### src/hw/rtl/rbb_pkg.sv
package rbb_pkg;

  localparam int BYTE_W    = 8;
  localparam int CAP_W     = 10;
  localparam int CNT_W     = 10;
  localparam int MODE_W    = 2;
  localparam int S_DATA_W  = 24;  // data_in, length, zero pad
  localparam int M_DATA_W  = 40;  // data_out, moved, data_count, free_count, zero pad

  localparam logic [CAP_W-1:0] CAP_RESET = 10'd1023;

  typedef enum logic [MODE_W-1:0] {
    MODE_PUT   = 2'd0,
    MODE_GET   = 2'd1,
    MODE_PEEK  = 2'd2,
    MODE_ERASE = 2'd3
  } rbb_mode_e;

  // controller -> datapath
  typedef struct packed {
    logic latch;        // capture the incoming word
    logic exec;         // clamp the request, do a put
    logic adv;          // move the read index past an erased run
    logic rd;           // read one run byte from the ring
    logic load_single;  // load the one-word result of put, erase or empty run
    logic load_byte;    // load a run byte as a result
  } cmd_t;

  // datapath -> controller
  typedef struct packed {
    rbb_mode_e mode;
    logic      n_zero;     // clamped run length is zero (valid during exec)
    logic      last_byte;  // run byte just read is the final one
    logic      out_free;   // output register can take a word this cycle
  } status_t;

endpackage

### src/hw/rtl/rbb_ctrl.sv
module rbb_ctrl (
  input  logic             clk_i,
  input  logic             rst_ni,
  input  logic             s_tvalid_i,
  output logic             s_tready_o,
  input  rbb_pkg::status_t status_i,
  output rbb_pkg::cmd_t    cmd_o
);
  import rbb_pkg::*;

  typedef enum logic [5:0] {
    ST_IDLE   = 6'b000001,
    ST_EXEC   = 6'b000010,
    ST_ADV    = 6'b000100,
    ST_RESULT = 6'b001000,
    ST_RD     = 6'b010000,
    ST_EMIT   = 6'b100000
  } state_e;

  state_e state_q, state_d;

  assign s_tready_o = (state_q == ST_IDLE);

  always_comb begin
    state_d = state_q;
    cmd_o   = '0;
    unique case (state_q)
      ST_IDLE: begin
        if (s_tvalid_i) begin
          cmd_o.latch = 1'b1;
          state_d     = ST_EXEC;
        end
      end
      ST_EXEC: begin
        cmd_o.exec = 1'b1;
        case (status_i.mode)
          MODE_PUT:   state_d = ST_RESULT;
          MODE_ERASE: state_d = ST_ADV;
          default:    state_d = status_i.n_zero ? ST_RESULT : ST_RD;
        endcase
      end
      ST_ADV: begin
        cmd_o.adv = 1'b1;
        state_d   = ST_RESULT;
      end
      ST_RESULT: begin
        if (status_i.out_free) begin
          cmd_o.load_single = 1'b1;
          state_d           = ST_IDLE;
        end
      end
      ST_RD: begin
        cmd_o.rd = 1'b1;
        state_d  = ST_EMIT;
      end
      ST_EMIT: begin
        if (status_i.out_free) begin
          cmd_o.load_byte = 1'b1;
          state_d         = status_i.last_byte ? ST_IDLE : ST_RD;
        end
      end
      default: state_d = ST_IDLE;
    endcase
  end

  always_ff @(posedge clk_i or negedge rst_ni) begin
    if (!rst_ni) begin
      state_q <= ST_IDLE;
    end else begin
      state_q <= state_d;
    end
  end

  a_load_when_free: assert property (@(posedge clk_i) disable iff (!rst_ni)
    (cmd_o.load_single || cmd_o.load_byte) |-> status_i.out_free)
    else $error("result loaded while output register busy");

  a_rd_then_emit: assert property (@(posedge clk_i) disable iff (!rst_ni)
    (state_q == ST_RD) |=> (state_q == ST_EMIT))
    else $error("ring read not followed by emit");

  a_accept_then_exec: assert property (@(posedge clk_i) disable iff (!rst_ni)
    (s_tvalid_i && s_tready_o) |=> (cmd_o.exec && !s_tready_o))
    else $error("accepted word not executed next cycle");

endmodule

### config.mk
export PLATFORM = sky130hd
export DESIGN_NAME = rbb_ctrl
export DESIGN_NICKNAME = d
export VERILOG_FILES = /design/src/hw/rtl/rbb_pkg.sv /design/src/hw/rtl/rbb_ctrl.sv
export SDC_FILE = /design/constraint.sdc
export NUM_CORES = 1
export LEC_CHECK = 0
export CORE_AREA = 5 5 42 44
export CTS_CLUSTER_SIZE = 8
export DETAILED_ROUTE_END_ITERATION = 6
export DIE_AREA = 0 0 47 49
export DONT_BUFFER_PORTS = 1
export GPL_TIMING_DRIVEN = 0
export PLACE_DENSITY = 0.5
export SETUP_SLACK_MARGIN = 0.15
export SYNTH_ARGS = -nofsm -noshare
export SYNTH_HDL_FRONTEND = slang
export SYNTH_SLANG_ARGS = --single-unit
export TNS_END_PERCENT = 50
### constraint.sdc
create_clock -name clk_i -period 2.05 [get_ports clk_i]
set_input_delay 0.1025 -clock clk_i [delete_from_list [all_inputs] [get_ports clk_i]]
set_output_delay 0.1025 -clock clk_i [all_outputs]
set_load 0.02 [all_outputs]
Word level (Yosys, flattened, before mapping). Index checks and enable logic that the tools add are counted.

Register bits after elaboration: 6. Bits of input ports: 8. Output and inout port bits: 7. Logic and storage cells: 28.

Equal/unequal tests: 10. Multiplexer cells: 15. Reduce and logical (&&, ||, !) cells: 2.

Operator list (number): $pmux W6 S6 (1); $mux W6 (3); $mux W5 (2); $pmux W5 S2 (1); $mux W1 (8); $eq A6 B1 Y1 const B (1); $eq A6 B2 Y1 const B (1); $eq A6 B3 Y1 const B (1); $eq A6 B4 Y1 const B (1); $eq A6 B5 Y1 const B (1); $eq A6 B6 Y1 const B (1); $ne A2 B2 Y1 const B (3); $reduce_and A3 Y1 (1); $eq A2 B2 Y1 const B (1); $logic_not A2 Y1 (1).

Logic depth before layout (Yosys ltp).
Depth after elaboration: 3. Gate-level depth with buffers: 5. Depth with buffers taken out: 5.

Least setup slack after synthesis. No wires, ideal clock.

Path type: register -> output. Start point: register state_q[5]. End point: output cmd_o[5] (netlist name). Data arrival time: 1513 ps. Required time: 1947 ps. Setup slack: 435 ps. Stages on the path, launching flop included: 5. Buffers on the path: 1. Cell sequence: dfrtp_1 > buf_6 > or4_4 > nor2b_4 > and2_2.

RTL lines: start: declaration (RTL line rbb_ctrl.sv:20) `state_e state_q, state_d;`; start signal: assignment (RTL line rbb_ctrl.sv:70) `state_q <= state_d;`; end: declaration (RTL line rbb_ctrl.sv:7) `output rbb_pkg::cmd_t cmd_o`.

==> reports/qor.yml <==
detailed_routing:
  wire_per_inst_um: 12.5
  drtIter0Drc: 6
  vias_per_cell: 4.98
  firstDrtPassIters: 3
  wl_met1_um: 408
  routed-wl-met3_um: 56
  drt.antenna.violating_nets: 0
  num_vias: 403
  top_layer: "met4"
  wl_met2_um: 525
  wl_um: 1010
  drcViolationCount: 0
pwr:
  p_int_uw: 365
  comb_power_share: 0.501
  p_sw_frac: 0.364
  p_switching_uw: 209
  pwr-share-seq: 0.302
  p_leak_nw: 0.294
  p_clk_frac: 0.197
  ir_drop_mv: 0.478
  power.density_mw_per_mm2: 913
worst_setup_path:
  r2r_end: "state_q[4]$_DFFE_PN0P_"
  ff2ff_path_depth: 6
  rr_startpoint: "state_q[5]$_DFFE_PN0P_"
  cp_cell_sequence: "buf_6 -> or4_4 -> nor2b_4 -> and2_4"
  cp-start-kind: "flip-flop"
  critPathKind: "flip-flop to output port"
  r2r_slack_ns: 0.32
  critPathArrivalTime_ns: 1.75
  critPathSlowestCell: "or4_4"
  critical_path.max_stage_delay_ns: 0.55
  cp_max_fo: 5
  setup.worst_path.end_class: "output port"
  required_ns: 1.95
placed_design:
  dp_slack_ns: 0.375
  gp_congestion: 0.715
  dp_hpwl_um: 767
  port_buffers: 0
  place_area_sq_um: 500
synthesis:
  synth_area_per_cell_sq_um: 9.61
  synth_area_sq_um: 480
  ys_types: 28
  yosysWarnings: 0
  synthCells: 50
  synthesis.nets: 60
  yosysSeqAreaShare: 0.315
  synth-seq-cells: 6
cells_and_area:
  regMostFlops: "state_q"
  reg_top3: "state_q x6"
  antenna_cells: 0
  fin_area_sq_um: 628
  final_nets: 76
  largest_reg_flops: 6
  layout-drive-gt1-share: 0.400
  n_fill_cell: 152
  final_util: 0.448
  areaGrowthSynthToFinish_pct: 30.7
clock_network:
  clk_path_buf_depth: 2
  clock-sinks: 6
  clk_latency_ns: 0.24
  htreeDepth: 1
  cts-root-buf: "clkbuf_4"
  cts_tree: "yes"
  cts_buffers: 3
  cts.clk_slew.worst_paths_ns: 0.04
global_routing:
  grt_pass1_wl_um: 1590
  grtUsageTotal: 0.0935
  grt_pass1_vias: 370
  grt_max_degree: 11
  grt_remaining_overflow: 0
  antenna_found_initial: 0
timing:
  rsz0062_at_grt: "true"
  period_minus_slack_ns: 1.85
  layout_setup_ws_ns: 0.197
  post-route-period-util: 0.904
  worstMarginPinSlew_ns: 0.652
  setup_tns_ns: 0
  slew_viol_final: 0
  setup_viol: 0
  fmax_mhz: 540
  finalClockSkew_ns: 0.00256
  hold_viol_final: 0
  slew_headroom: 0.562
status:
  status: "finished, final reports clean"
floorplan:
  dieWidth_um: 47
  placeableCoreArea_sq_mm: 0.00140
  ios: 15
  row_count: 14
  initial_core_util: 0.343
  die_area_sq_mm: 0.00230
  die_h_um: 49
worst_hold_path:
  whs_endpoint: "state_q[4]$_DFFE_PN0P_"
  hold_depth: 2
  holdCritPathClass: "primary input to flip-flop"
  hold_start: "s_tvalid_i"
run:
  cap_violations: 0
[worst max path at each step]
stage / start / end / slack [ns] / depth (start not counted)
floorplan: state_q[5]$_DFFE_PN0P_ / cmd_o[5] / 0.43 / 4
global placement: state_q[4]$_DFFE_PN0P_ / cmd_o[5] / 0.38 / 4
detailed placement: state_q[4]$_DFFE_PN0P_ / cmd_o[5] / 0.38 / 4
CTS: state_q[4]$_DFFE_PN0P_ / cmd_o[5] / 0.15 / 4
global route: state_q[4]$_DFFE_PN0P_ / cmd_o[1] / 0.12 / 5
finish: state_q[5]$_DFFE_PN0P_ / cmd_o[5] / 0.20 / 4
[stage by stage]
stage / cells / power (mW) / hold slack (ns)
2_1_floorplan: 50 / 0.394 / -0.193
3_3_place_gp: 66 / 0.430 / -0.193
3_5_place_dp: 66 / 0.430 / -0.193
4_1_cts: 74 / 0.572 / 0.0167
5_1_grt: 81 / 0.615 / 0.0347
6_report: 81 / 0.573 / 0.0345
[layout by cell type (no fill, tap or decap), types with 2 or more instances in the layout]
master and n:
nand2_1 2, dfrtp_1 5, nor2_1 2, nor2b_1 2, and4bb_2 2, nor3_1 5
inv_1 4, buf_4 8, a31oi_1 2, o21ai_0 4, clkbuf_4 3, ha_1 2
nor2b_4 2, dlygate4sd3_1 3
[cell usage after synthesis, drive strengths merged]
cell type | number | share of area
nor3 | 5 | 0.052
nor2 | 2 | 0.016
a31oi | 2 | 0.026
nand2b | 1 | 0.013
ha | 2 | 0.052
and2b | 1 | 0.018
xor2 | 1 | 0.018
and2 | 3 | 0.044
a211oi | 1 | 0.026
nand2 | 2 | 0.016
dfstp | 1 | 0.055
buf | 1 | 0.023
a221o | 1 | 0.021
mux2 | 1 | 0.023
nand3 | 1 | 0.010
xnor2 | 1 | 0.018
dfrtp | 5 | 0.26
clkbuf | 1 | 0.010
o21bai | 1 | 0.016
or2 | 1 | 0.018
inv | 4 | 0.031
o21ai | 4 | 0.042
nor2b | 4 | 0.083
a2bb2oi | 1 | 0.031
and4bb | 2 | 0.052
or4 | 1 | 0.023
[power by group through the flow]
stage | sequential, mW | clock [mW] | combinational [mW]
5_1_grt | 0.178 | 0.125 | 0.312
2_1_floorplan | 0.169 | 0 | 0.225
3_3_place_gp | 0.173 | 0 | 0.256
3_5_place_dp | 0.175 | 0 | 0.255
4_1_cts | 0.174 | 0.121 | 0.277
6_report | 0.173 | 0.113 | 0.287
[routing by layer]
metal  global-route usage  vias to the layer above
met5                    0                        -
met4               0.0829                        0
met3               0.0221                        2
met2                0.124                        9
met1                0.119                      185
li1                     -                      207
[critical path, delay by kind of cell, from the launching register on]
| family | cells | cell delay, ns |
|---|---|---|
| AND/OR/NAND/NOR | 3 | 1.02 |
| flip-flops | 1 | 0.36 |
| buffers and inverters | 1 | 0.12 |
[logic make-up (layout without fill, tap and decap cells)]
kind of cell	after synthesis	count (layout)	synth area share
compound gates	10	10	0.161
xor+xnor	2	2	0.0365
flops	6	6	0.315
mux	1	1	0.0234
buf+inv	6	21	0.0651
simple gates	23	23	0.346
fa+ha+maj	2	2	0.0521
[area by class of cell]
cell class | count | area (sq um) | area share
Clock buffer | 4 | 26.3 | 0.0418
Multi-Input combinational cell | 38 | 299 | 0.476
Tap cell | 16 | 20.0 | 0.0319
Buffer | 2 | 26.3 | 0.0418
Timing Repair Buffer | 11 | 90.1 | 0.143
Sequential cell | 6 | 151 | 0.241
Inverter | 4 | 15.0 | 0.0239
[repair_timing]
action	4_1_cts	5_1_grt
setup endpoints to repair	1	1
setup buffers	1	7
hold endpoints to repair	8	0
pin swaps	2	2
hold buffers	3	0
gates resized for setup	3	1
(Power assumes the default switching activity.)
